===== config.mk =====
export PLATFORM = sky130hd
export DESIGN_NAME = ip_address_to_text
export DESIGN_NICKNAME = d
export VERILOG_FILES = /design/src/hdl/iat_pkg.sv /design/src/hdl/iat_ctrl.sv /design/src/hdl/iat_dp.sv /design/src/hdl/ip_address_to_text.sv
export SDC_FILE = /design/constraint.sdc
export NUM_CORES = 1
export LEC_CHECK = 0
export BUFFER_PORTS_ARGS = -buffer_cell sky130_fd_sc_hd__buf_2
export CORE_MARGIN = 2
export CORE_UTILIZATION = 55
export DETAILED_ROUTE_END_ITERATION = 16
export GPL_TIMING_DRIVEN = 0
export PLACE_DENSITY = 0.81
export SLEW_MARGIN = 10
export SYNTH_ARGS = -nofsm -noshare
export SYNTH_HDL_FRONTEND = slang
export SYNTH_SLANG_ARGS = --single-unit

===== constraint.sdc =====
create_clock -name clk -period 19.6 [get_ports clk]
set_input_delay 1.96 -clock clk [delete_from_list [all_inputs] [get_ports clk]]
set_output_delay 1.96 -clock clk [all_outputs]
set_load 0.05 [all_outputs]

===== src/hdl/iat_pkg.sv =====
// iat_pkg: shared types, codes and helper functions for the address-to-text block
// used by iat_ctrl, iat_dp and ip_address_to_text; no dependencies
`default_nettype none
package iat_pkg;

  localparam logic [1:0] FAM_V4 = 2'd0;
  localparam logic [1:0] FAM_V6 = 2'd1;

  localparam logic [1:0] ST_OK     = 2'd0;
  localparam logic [1:0] ST_SMALL  = 2'd1;
  localparam logic [1:0] ST_FAMILY = 2'd2;

  localparam logic [6:0] V4_MIN_CAP = 7'd16;

  localparam logic [7:0] CH_COLON = 8'h3a;
  localparam logic [7:0] CH_DOT   = 8'h2e;
  localparam logic [7:0] CH_ZERO  = 8'h30;
  localparam logic [7:0] CH_A     = 8'h61;

  localparam int         CNT_W    = 6;

  typedef enum logic [2:0] {
    C_IDLE,
    C_ANALYSE,
    C_INIT,
    C_COUNT,
    C_EMIT,
    C_ERR
  } ctrl_state_t;

  typedef enum logic [2:0] {
    G_SEP,
    G_COMP,
    G_HEX,
    G_DEC,
    G_DOT,
    G_TAIL,
    G_DONE
  } gen_ph_t;

  typedef struct packed {
    logic load;
    logic analyse;
    logic gen_init;
    logic gen_step;
    logic cnt_clr;
    logic out_char;
    logic out_err;
  } dp_cmd_t;

  typedef struct packed {
    logic done;
    logic err;
    logic out_free;
  } dp_sts_t;

  typedef struct packed {
    logic       vld;
    logic [2:0] base;
    logic [3:0] len;
  } run_t;

  // first longest run of zero groups, two or more long
  function automatic run_t zero_run_f(input logic [7:0] z);
    run_t       b;
    logic       cv;
    logic [2:0] cb;
    logic [3:0] cl;
    b  = '0;
    cv = 1'b0;
    cb = 3'd0;
    cl = 4'd0;
    for (int i = 0; i < 8; i++) begin
      if (z[i]) begin
        if (!cv) begin
          cv = 1'b1;
          cb = 3'(i);
          cl = 4'd1;
        end else begin
          cl = cl + 4'd1;
        end
      end else if (cv) begin
        if (!b.vld || cl > b.len) begin
          b.vld  = 1'b1;
          b.base = cb;
          b.len  = cl;
        end
        cv = 1'b0;
      end
    end
    if (cv && (!b.vld || cl > b.len)) begin
      b.vld  = 1'b1;
      b.base = cb;
      b.len  = cl;
    end
    if (b.vld && b.len < 4'd2) begin
      b.vld = 1'b0;
    end
    return b;
  endfunction

  // byte to three bcd digits, hundreds in the top nibble
  function automatic logic [11:0] bcd_f(input logic [7:0] v);
    logic [19:0] s;
    s = {12'd0, v};
    for (int i = 0; i < 8; i++) begin
      if (s[11:8] >= 4'd5) s[11:8] = s[11:8] + 4'd3;
      if (s[15:12] >= 4'd5) s[15:12] = s[15:12] + 4'd3;
      if (s[19:16] >= 4'd5) s[19:16] = s[19:16] + 4'd3;
      s = s << 1;
    end
    return s[19:8];
  endfunction

endpackage
`default_nettype wire


===== src/hdl/iat_ctrl.sv =====
// iat_ctrl: sequencing state machine for the address-to-text block
// depends on iat_pkg; drives iat_dp through command and status structs
`default_nettype none
module iat_ctrl (
  input  wire logic            clk,
  input  wire logic            rst_n,
  input  wire logic            in_valid,
  output logic                 in_stall,
  input  wire iat_pkg::dp_sts_t sts,
  output iat_pkg::dp_cmd_t     cmd
);

  iat_pkg::ctrl_state_t state_r, state_nxt;

  always_ff @(posedge clk) begin
    if (!rst_n) begin
      state_r <= iat_pkg::C_IDLE;
    end else begin
      state_r <= state_nxt;
    end
  end

  always_comb begin
    state_nxt = state_r;
    case (state_r)
      iat_pkg::C_IDLE: begin
        if (in_valid) state_nxt = iat_pkg::C_ANALYSE;
      end
      iat_pkg::C_ANALYSE: state_nxt = iat_pkg::C_INIT;
      iat_pkg::C_INIT:    state_nxt = iat_pkg::C_COUNT;
      iat_pkg::C_COUNT: begin
        if (sts.done) state_nxt = sts.err ? iat_pkg::C_ERR : iat_pkg::C_EMIT;
      end
      iat_pkg::C_EMIT: begin
        if (sts.done) state_nxt = iat_pkg::C_IDLE;
      end
      iat_pkg::C_ERR: begin
        if (sts.out_free) state_nxt = iat_pkg::C_IDLE;
      end
      default: state_nxt = iat_pkg::C_IDLE;
    endcase
  end

  always_comb begin
    cmd      = '0;
    in_stall = 1'b1;
    case (state_r)
      iat_pkg::C_IDLE: begin
        in_stall = 1'b0;
        cmd.load = in_valid;
      end
      iat_pkg::C_ANALYSE: cmd.analyse = 1'b1;
      iat_pkg::C_INIT: begin
        cmd.gen_init = 1'b1;
        cmd.cnt_clr  = 1'b1;
      end
      iat_pkg::C_COUNT: begin
        cmd.gen_step = !sts.done;
        cmd.gen_init = sts.done;
      end
      iat_pkg::C_EMIT: begin
        cmd.gen_step = !sts.done && sts.out_free;
        cmd.out_char = !sts.done && sts.out_free;
      end
      iat_pkg::C_ERR: cmd.out_err = sts.out_free;
      default: cmd = '0;
    endcase
  end

endmodule
`default_nettype wire


===== src/hdl/iat_dp.sv =====
// iat_dp: address registers, zero-run analysis, character generator and output register
// depends on iat_pkg; commanded by iat_ctrl
`default_nettype none
module iat_dp (
  input  wire logic             clk,
  input  wire logic             rst_n,
  input  wire iat_pkg::dp_cmd_t cmd,
  output iat_pkg::dp_sts_t      sts,
  input  wire logic [1:0]       in_action,
  input  wire logic [63:0]      in_addr_high,
  input  wire logic [63:0]      in_addr_low,
  input  wire logic [6:0]       in_dest_capacity,
  output logic                  out_valid,
  input  wire logic             out_stall,
  output logic [7:0]            out_char_out,
  output logic                  out_last,
  output logic [1:0]            out_status
);

  typedef struct packed {
    iat_pkg::gen_ph_t ph;
    logic [3:0]       gi;
    logic [1:0]       np;
    logic [1:0]       bi;
    logic [1:0]       dp;
  } gen_t;

  logic [1:0]             fam_r;
  logic [6:0]             cap_r;
  logic [15:0]            words_r [8];
  logic [31:0]            quad_r;
  iat_pkg::run_t          run_r;
  gen_t                   gen_r, gen_nxt, ini, stp;
  logic [iat_pkg::CNT_W-1:0] cnt_r;
  logic                   out_valid_r;
  logic [7:0]             char_r;
  logic                   last_r;
  logic [1:0]             status_r;

  logic [7:0]  zflags;
  logic [15:0] cur_word;
  logic [7:0]  cur_byte;
  logic [11:0] cur_bcd;
  logic [3:0]  dig;
  logic [3:0]  nib;
  logic [7:0]  ch;
  logic        quad_form;
  logic        out_free;
  logic [1:0]  err_code;
  logic        err;

  function automatic logic [1:0] nib_start_f(input logic [15:0] w);
    logic [1:0] s;
    if (w[15:12] != 4'd0)      s = 2'd3;
    else if (w[11:8] != 4'd0)  s = 2'd2;
    else if (w[7:4] != 4'd0)   s = 2'd1;
    else                       s = 2'd0;
    return s;
  endfunction

  function automatic logic [1:0] dec_start_f(input logic [7:0] b);
    logic [11:0] d;
    logic [1:0]  s;
    d = iat_pkg::bcd_f(b);
    if (d[11:8] != 4'd0)      s = 2'd2;
    else if (d[7:4] != 4'd0)  s = 2'd1;
    else                      s = 2'd0;
    return s;
  endfunction

  function automatic gen_t enter_f(input logic [3:0] g, input iat_pkg::run_t r,
                                   input gen_t base);
    gen_t n;
    n    = base;
    n.gi = g;
    if (g[3]) begin
      n.ph = (r.vld && ({1'b0, r.base} + r.len == 4'd8)) ? iat_pkg::G_TAIL
                                                        : iat_pkg::G_DONE;
    end else if (r.vld && g[2:0] == r.base) begin
      n.ph = iat_pkg::G_COMP;
    end else begin
      n.ph = iat_pkg::G_SEP;
    end
    return n;
  endfunction

  always_comb begin
    for (int i = 0; i < 8; i++) begin
      zflags[i] = (words_r[i] == 16'd0);
    end
  end

  always_ff @(posedge clk) begin
    if (cmd.load) begin
      fam_r <= in_action;
      cap_r <= in_dest_capacity;
      for (int i = 0; i < 4; i++) begin
        words_r[i]     <= in_addr_high[16*(3-i) +: 16];
        words_r[i + 4] <= in_addr_low[16*(3-i) +: 16];
      end
      quad_r <= (in_action == iat_pkg::FAM_V4) ? in_addr_high[63:32] : in_addr_low[31:0];
    end
    if (cmd.analyse) begin
      run_r <= iat_pkg::zero_run_f(zflags);
    end
  end

  // generator
  assign cur_word = words_r[gen_r.gi[2:0]];

  always_comb begin
    case (gen_r.bi)
      2'd0:    cur_byte = quad_r[31:24];
      2'd1:    cur_byte = quad_r[23:16];
      2'd2:    cur_byte = quad_r[15:8];
      default: cur_byte = quad_r[7:0];
    endcase
  end

  assign cur_bcd = iat_pkg::bcd_f(cur_byte);

  always_comb begin
    case (gen_r.dp)
      2'd0:    dig = cur_bcd[3:0];
      2'd1:    dig = cur_bcd[7:4];
      default: dig = cur_bcd[11:8];
    endcase
  end

  always_comb begin
    case (gen_r.np)
      2'd0:    nib = cur_word[3:0];
      2'd1:    nib = cur_word[7:4];
      2'd2:    nib = cur_word[11:8];
      default: nib = cur_word[15:12];
    endcase
  end

  assign quad_form = (gen_r.gi == 4'd6) && run_r.vld && (run_r.base == 3'd0) &&
                     ((run_r.len == 4'd6) ||
                      ((run_r.len == 4'd5) && (words_r[5] == 16'hffff)));

  always_comb begin
    ini    = gen_r;
    ini.gi = 4'd0;
    ini.np = nib_start_f(words_r[0]);
    ini.bi = 2'd0;
    ini.dp = dec_start_f(quad_r[31:24]);
    if (fam_r == iat_pkg::FAM_V4) begin
      ini.ph = iat_pkg::G_DEC;
    end else if (run_r.vld && run_r.base == 3'd0) begin
      ini.ph = iat_pkg::G_COMP;
    end else begin
      ini.ph = iat_pkg::G_HEX;
    end
  end

  always_comb begin
    stp = gen_r;
    ch  = 8'd0;
    case (gen_r.ph)
      iat_pkg::G_COMP: begin
        ch  = iat_pkg::CH_COLON;
        stp = enter_f(gen_r.gi + run_r.len, run_r, gen_r);
      end
      iat_pkg::G_SEP: begin
        ch = iat_pkg::CH_COLON;
        if (quad_form) begin
          stp.ph = iat_pkg::G_DEC;
          stp.bi = 2'd0;
          stp.dp = dec_start_f(quad_r[31:24]);
        end else begin
          stp.ph = iat_pkg::G_HEX;
          stp.np = nib_start_f(cur_word);
        end
      end
      iat_pkg::G_HEX: begin
        ch = (nib < 4'd10) ? (iat_pkg::CH_ZERO + {4'd0, nib})
                           : (iat_pkg::CH_A + {4'd0, nib} - 8'd10);
        if (gen_r.np == 2'd0) stp = enter_f(gen_r.gi + 4'd1, run_r, gen_r);
        else                  stp.np = gen_r.np - 2'd1;
      end
      iat_pkg::G_DEC: begin
        ch = iat_pkg::CH_ZERO + {4'd0, dig};
        if (gen_r.dp == 2'd0) begin
          if (gen_r.bi == 2'd3) begin
            stp.ph = iat_pkg::G_DONE;
          end else begin
            stp.ph = iat_pkg::G_DOT;
            stp.bi = gen_r.bi + 2'd1;
          end
        end else begin
          stp.dp = gen_r.dp - 2'd1;
        end
      end
      iat_pkg::G_DOT: begin
        ch     = iat_pkg::CH_DOT;
        stp.ph = iat_pkg::G_DEC;
        stp.dp = dec_start_f(cur_byte);
      end
      iat_pkg::G_TAIL: begin
        ch     = iat_pkg::CH_COLON;
        stp.ph = iat_pkg::G_DONE;
      end
      default: begin
        ch  = 8'd0;
        stp = gen_r;
      end
    endcase
  end

  always_comb begin
    gen_nxt = gen_r;
    if (cmd.gen_init)      gen_nxt = ini;
    else if (cmd.gen_step) gen_nxt = stp;
  end

  always_ff @(posedge clk) begin
    if (!rst_n) begin
      gen_r.ph <= iat_pkg::G_DONE;
    end else begin
      gen_r.ph <= gen_nxt.ph;
    end
    gen_r.gi <= gen_nxt.gi;
    gen_r.np <= gen_nxt.np;
    gen_r.bi <= gen_nxt.bi;
    gen_r.dp <= gen_nxt.dp;
  end

  // text length and capacity check
  always_ff @(posedge clk) begin
    if (cmd.cnt_clr) begin
      cnt_r <= '0;
    end else if (cmd.gen_step && !cmd.out_char) begin
      cnt_r <= cnt_r + 1'b1;
    end
  end

  always_comb begin
    err_code = iat_pkg::ST_OK;
    if (fam_r != iat_pkg::FAM_V4 && fam_r != iat_pkg::FAM_V6) begin
      err_code = iat_pkg::ST_FAMILY;
    end else if (fam_r == iat_pkg::FAM_V4) begin
      if (cap_r < iat_pkg::V4_MIN_CAP) err_code = iat_pkg::ST_SMALL;
    end else if ({1'b0, cnt_r} >= cap_r) begin
      err_code = iat_pkg::ST_SMALL;
    end
  end

  assign err = (err_code != iat_pkg::ST_OK);

  // output register
  assign out_free = !out_valid_r || !out_stall;

  always_ff @(posedge clk) begin
    if (!rst_n) begin
      out_valid_r <= 1'b0;
    end else if (cmd.out_char || cmd.out_err) begin
      out_valid_r <= 1'b1;
    end else if (!out_stall) begin
      out_valid_r <= 1'b0;
    end
  end

  always_ff @(posedge clk) begin
    if (cmd.out_char) begin
      char_r   <= ch;
      last_r   <= (stp.ph == iat_pkg::G_DONE);
      status_r <= iat_pkg::ST_OK;
    end else if (cmd.out_err) begin
      char_r   <= 8'd0;
      last_r   <= 1'b1;
      status_r <= err_code;
    end
  end

  assign sts.done     = (gen_r.ph == iat_pkg::G_DONE);
  assign sts.err      = err;
  assign sts.out_free = out_free;

  assign out_valid    = out_valid_r;
  assign out_char_out = char_r;
  assign out_last     = last_r;
  assign out_status   = status_r;

endmodule
`default_nettype wire


===== src/hdl/ip_address_to_text.sv =====
// ip_address_to_text: binary ipv4/ipv6 address to presentation text, one character a transfer
// one address at a time: in_stall holds off the next one through a length pass and then the output;
// characters leave at one a cycle while the output is not stalled; errors give one transfer
// reset: synchronous active-low rst_n clears the controller, generator and output valid
// depends on iat_pkg, iat_ctrl and iat_dp
`default_nettype none
module ip_address_to_text (
  input  wire logic        clk,
  input  wire logic        rst_n,
  input  wire logic        in_valid,
  output logic             in_stall,
  input  wire logic [1:0]  in_action,
  input  wire logic [63:0] in_addr_high,
  input  wire logic [63:0] in_addr_low,
  input  wire logic [6:0]  in_dest_capacity,
  output logic             out_valid,
  input  wire logic        out_stall,
  output logic [7:0]       out_char_out,
  output logic             out_last,
  output logic [1:0]       out_status
);

  iat_pkg::dp_cmd_t cmd;
  iat_pkg::dp_sts_t sts;

  iat_ctrl u_ctrl (
    .clk      (clk),
    .rst_n    (rst_n),
    .in_valid (in_valid),
    .in_stall (in_stall),
    .sts      (sts),
    .cmd      (cmd)
  );

  iat_dp u_dp (
    .clk              (clk),
    .rst_n            (rst_n),
    .cmd              (cmd),
    .sts              (sts),
    .in_action        (in_action),
    .in_addr_high     (in_addr_high),
    .in_addr_low      (in_addr_low),
    .in_dest_capacity (in_dest_capacity),
    .out_valid        (out_valid),
    .out_stall        (out_stall),
    .out_char_out     (out_char_out),
    .out_last         (out_last),
    .out_status       (out_status)
  );

  a_busy_after_accept: assert property (@(posedge clk) disable iff (!rst_n)
    (in_valid && !in_stall) |=> in_stall)
    else $error("input taken again straight after a transfer");

  a_error_is_last: assert property (@(posedge clk) disable iff (!rst_n)
    (out_valid && out_status != iat_pkg::ST_OK) |-> (out_last && out_char_out == 8'd0))
    else $error("error result not a single zero character");

  a_text_nonzero: assert property (@(posedge clk) disable iff (!rst_n)
    (out_valid && out_status == iat_pkg::ST_OK) |-> (out_char_out != 8'd0))
    else $error("zero character in text");

endmodule
`default_nettype wire

======== Yosys cells after proc, flatten, opt, wreduce, memory -nomap -nowiden ========
Memory sizes are Yosys's and may differ from the RTL's. A register that Yosys moved wholly into a read port is not among the register bits.
Cells that the tools add are included.
Widths: inputs -> output; s select.
word-level totals
  register bits ........................... 83
  RAM bits ................................ 128
  output and inout bits ................... 13
  memories kept ........................... 1
memory list
  memory        depth  bits a word  rd ports  clocked after Yosys merged registers in  wr ports  RTL line      text
  u_dp.words_r  8      16           9         1                                        8         iat_dp.sv:30  logic [15:0] words_r [8];
cells by class
  $add $sub $neg .......................... 90
  $lt $le $gt $ge ......................... 83
  equal/unequal tests ..................... 39
  mux-type cells .......................... 285
  reductions and logical operators ........ 76
operators with widths
  cell                  count
  $mux 4                115
  $ge 4x3->1 const B    66
  $mux 8                32
  $mux 3                64
  $add 4x2->4 const B   46
  $logic_not 16->1      8
  $add 3x2->3 const B   20
  $reduce_bool 4->1     13
  $mux 1                41
  $pmux 3 s6            2
  $mux 2                17
  $add 4x1->4 const B   8
  $mux 32               1
  $pmux 8 s4            1
  $gt 4x4->1            7
  $mux 13               2
  $pmux 8 s3            1
  $add 1x2->3 const B   6
  $eq 3x3->1 const B    6
  $ge 1x3->1 const B    6
  $eq 16x16->1 const B  1
  $ne 2x1->1 const B    8
  $pmux 4 s2            2
  $add 6x4->7 const A   2
  other kinds (37)      98

======== Longest topological paths before layout ========
An unclocked memory read counts as a cell.
  word-level depth ........................ 51
  gate-level depth with buffers ........... 58
  depth with buffers taken out ............ 56

======== By module ========
From an unflattened synthesis, not the netlist that was laid out.
unflattened totals
  cell total of the unflattened synthesis .. 1232
  area total of the unflattened synthesis .. 13666.9 µm²
modules (own cells, without submodules)
  module    instances  cells an instance  area each (µm²)  seq. area each (µm²)
  iat_dp    1          1200               13397.8          6095.8
  iat_ctrl  1          32                 269.0            60.1

======== Least setup slack after synthesis ========
No wires, ideal clock.
  path kind ............................... reg2reg
  start ................................... mem u_dp.words_r[0][13]
  end ..................................... reg u_dp.run_r[7] in the netlist's numbering, data pin
  data arrival time ....................... 9.997 ns
  slack ................................... 9.344 ns
  stages on the path, launching flop included .. 49
  clock period less this slack ............ 10.256 ns
  cell sequence ........................... edfxtp_1 or4_1 nor4_4 ha_1 nor2_1 a21oi_1 ha_1 inv_1 o211ai_1 a21oi_2 ha_1 a32oi_1 or2_2 nor2_1 nor3_1 a21boi_0 ha_1 o21a_1 [... 13 more ...] o21ai_0 ha_1 nor2b_1 o21ai_0 nand2b_1 a21oi_1 a41o_1 a21boi_1 mux2_2 ha_1 a21oi_1 a41o_1 a21oi_1 or2_2 clkbuf_1 or2_1 o311ai_2 o31a_1
RTL lines
  what                  RTL line       text
  start, declared       iat_dp.sv:30
  end signal, assigned  iat_dp.sv:104  run_r <= iat_pkg::zero_run_f(zflags);
  end, declared         iat_dp.sv:32   iat_pkg::run_t run_r;

==> out/qor.csv <==
stage,metric,value,unit
synth,Avg Inst Size Synth,11.0,um^2
global_route,largest net degree at the start of global routing,37,
placed_design,placed instance count,1721,
drt,drc violations,0,
synth,Mapped Area,0.0137,mm^2
sta,Tcrit/Tclk final,66.9,%
synth,Synthesis Warnings,0,
drt,met1 wire length,15.5,mm
synth,"Seq/Total Area, Yosys",45.0,%
synth,Synth area leaders,"edfxtp_1 41%, ha_1 7.8%, mux4_2 5.3%",
drt,metal3 WL,3.91,mm
floorplanning,die width,162,um
finish,Final #Nets,1650,
power,Sw Ratio,30.1,%
finish,"Cell Count, Final, Fillers Out",1763,
power,NetSw,401,uW
finish,"Design Area, Final",0.0157,mm^2
clock_tree,# resized after CTS,0,
critical_path,max incr delay on CP,730,ps
power,clock share of power,33.1,%
synth,top cell type's share of synthesized area,41.5,%
worst_hold_path,worst min path class,flop to flop,
placed_design,number of buffers inserted by port buffering,152,
clock_tree,CTS H-tree lvls,1,
sta,setup TNS,0,ps
drt,Total Wirelength,39.8,mm
power,Pwr Density,84.7,mW/mm^2
drt,first-pass detailed-route iteration total,6,
power,Total Power,1.33,mW
sta,Setup-failing EPs final,0,
clock_tree,CTS clock-pin slew for the worst setup and hold paths,60,ps
critical_path,Critical Path Sink Type,flop,
floorplanning,area of the die,0.0262,mm^2
floorplanning,Top-Level Pins,154,
synth,#FFs+latches synth,213,
placed_design,gp weighted congestion,0.963,
flow_run,max_cap viols,0,
drt,post-route ant nets,0,
global_route,vias in the first global route,10800,
power,Peak VDD IR,0.0860,mV
clock_tree,CTS tree,yes,
clock_tree,clk_lat worst skew,540,ps
finish,Area growth syn-to-layout,14.9,%
synth,syn_nets,1468,
floorplanning,die height,162,um
clock_tree,clk buf depth,3,
sta,skew final,19.5,ps
critical_path,crit-path leading delay family,compound AO/OA/AOI/OAI gates,
synth,leading post-synthesis cells by instance count,"189 x edfxtp_1, 88 x nor2_1, 85 x ha_1, 85 x nand2_1, 70 x inv_1",
critical_path,R2R Setup Slk,6490,ps
global_route,Total Routing Usage GR,29.9,%
synth,library cells used by synthesis,96,
synth,cell taking the most area after synthesis,edfxtp_1,
power,Reg power frac,42.8,%
finish,layout cells sized above 1,21.8,%
outcome,status,completed,
synth,top-count cell post-synth,edfxtp_1,
sta,Fmax,0.0763,GHz
placed_design,DP Area,0.0150,mm^2
synth,asr flop ratio synth,0,%
drt,total number of vias,11400,
drt,routed len/inst,22.6,um
clock_tree,Inserted Clock Buffers,23,
synth,"Top FF cell, synth",edfxtp_1,
power,part of the power in combinational logic,24.1,%
critical_path,worst-path fanout max,10,
drt,routed vias/inst,6.49,
sta,max-slew violation count,0,
clock_tree,Post-CTS Repair Setup Buffers,0,
critical_path,slowest CP cell,nor4_1,
sta,RSZ-0062 raised after global routing,false,
sta,Final Hold Viols,0,
clock_tree,clock root buffer,clkbuf_16,
floorplanning,Initial Utilization,56.1,%
critical_path,Worst Path Buf+Inv,3,
critical_path,WP data required,19880,ps
critical_path,startpoint types,flop,
sta,min Tclk post-route,13110,ps
drt,Detailed Route Iter0 Violations,1321,
placed_design,dpl hpwl,31.2,mm
synth,"EDFF count, synth",189,
floorplanning,Core Area,0.0244,mm^2
global_route,first-pass GRT wire length,60.5,mm
sta,worst-margin pin slew,1100,ps
critical_path,CP Data Arrival Time,13390,ps
drt,met2 WL,18.7,mm
power,static leakage,6.00,nW
clock_tree,clk sinks,213,
floorplanning,Core Rows,57,
critical_path,critical path class,flop to flop,
global_route,initial antenna violation count,1,
sta,hold slack,499,ps
global_route,total grt overflow,0,
sta,relative slew slack,26.9,%
drt,max layer used,met4,
clock_tree,CTS Hold Bufs,0,
power,Pint,931,uW
synth,Synth Instances,1240,
[power groups by stage]
| stage | clock, mW | combinational (mW) | sequential, mW |
|---|---|---|---|
| 2_1_floorplan | 0 | 0.230 | 0.573 |
| 3_3_place_gp | 0 | 0.294 | 0.590 |
| 3_5_place_dp | 0 | 0.315 | 0.577 |
| 4_1_cts | 0.442 | 0.317 | 0.568 |
| 5_1_grt | 0.458 | 0.355 | 0.571 |
| 6_report | 0.441 | 0.322 | 0.570 |
[flip-flops by register name (all words and copies together) (netlist names), named ones only]
name and count:
u_dp.run_r 8, u_dp.cnt_r 6, u_dp.gen_r 13, u_dp.out_status 2, u_dp.quad_r 32, u_dp.words_r 128
u_dp.out_char_out 7, u_ctrl.state_r 3, u_dp.out_valid 1, u_dp.cap_r 7, u_dp.out_last 1, u_dp.fam_r 2
[metal layers]
metal  vias to the layer above  global-route usage, %
met4                         0                   11.5
met3                       127                   4.98
met2                       737                   49.9
li1                       5143                      -
met1                      5428                   39.3
met5                         -                      0
[worst paths after layout]
path,from,to,cells past startpoint
worst max register to register,u_dp.words_r[2][2],u_dp.run_r[7],48
worst max-delay path,u_dp.words_r[2][2],u_dp.run_r[7],48
worst min register to register,u_dp.cnt_r[5],u_dp.cnt_r[5],2
worst min-delay path,u_dp.cnt_r[5],u_dp.cnt_r[5],2
[layout by cell type, fill, tap and decap left out, types with 17 or more instances in the layout]
cell type / n
mux4_2: 32
nor4_1: 31
a21oi_1: 56
nand2b_1: 17
xnor2_1: 28
ha_1: 85
clkbuf_1: 34
o21ai_0: 69
nand2_1: 85
clkbuf_16: 23
buf_2: 157
nor2b_1: 20
nor2_1: 87
dfxtp_1: 24
edfxtp_1: 189
nor3_1: 21
inv_1: 70
nand4_1: 22
mux2i_1: 37
nand3_1: 26
mux2_2: 48
[logic make-up (layout without fill, tap and decap cells)]
kind of cell               Yosys count  after routing  synth area share [%]
adders and majority gates           87             87                  8.06
buffers and inverters              117            315                  3.53
AOI/OAI and AO/OA                  292            292                  14.8
and+or+nand+nor                    375            375                  14.2
muxes                              118            118                  12.0
DFF                                213            213                  45.0
xor gates and xnor gates            37             37                  2.37
other                                1              2                0.0274
[stage by stage]
stage | utilization [%] | setup WS [ps]
after detailed placement | 61.4 | 6760
after global placement | 60.9 | 6880
final | 64.5 | 6490
after global routing | 64.5 | 5590
after floorplan | - | 9340
after CTS | 64.5 | 6710
[worst reg2reg max path: cells and delay by family (launching register included)]
family                     cells  cell delay (ps)
DFF                            1              410
and+or+nand+nor               13             2840
muxes                          1              420
adders and majority gates      6             1860
AOI/OAI and AO/OA             25             6320
buffers and inverters          3             1010
[area by class of cell]
class | count | area [um^2]
fillers | 1920 | 8660
multi-input cells | 910 | 7060
flip-flops and latches | 213 | 6160
repair buffers | 157 | 861
clock buffers | 26 | 587
well taps | 324 | 405
inverters | 71 | 267
plain buffers | 46 | 216
clock inverters | 15 | 176
diodes | 1 | 2.50
No activity file was read; power rests on OpenSTA's default activity.
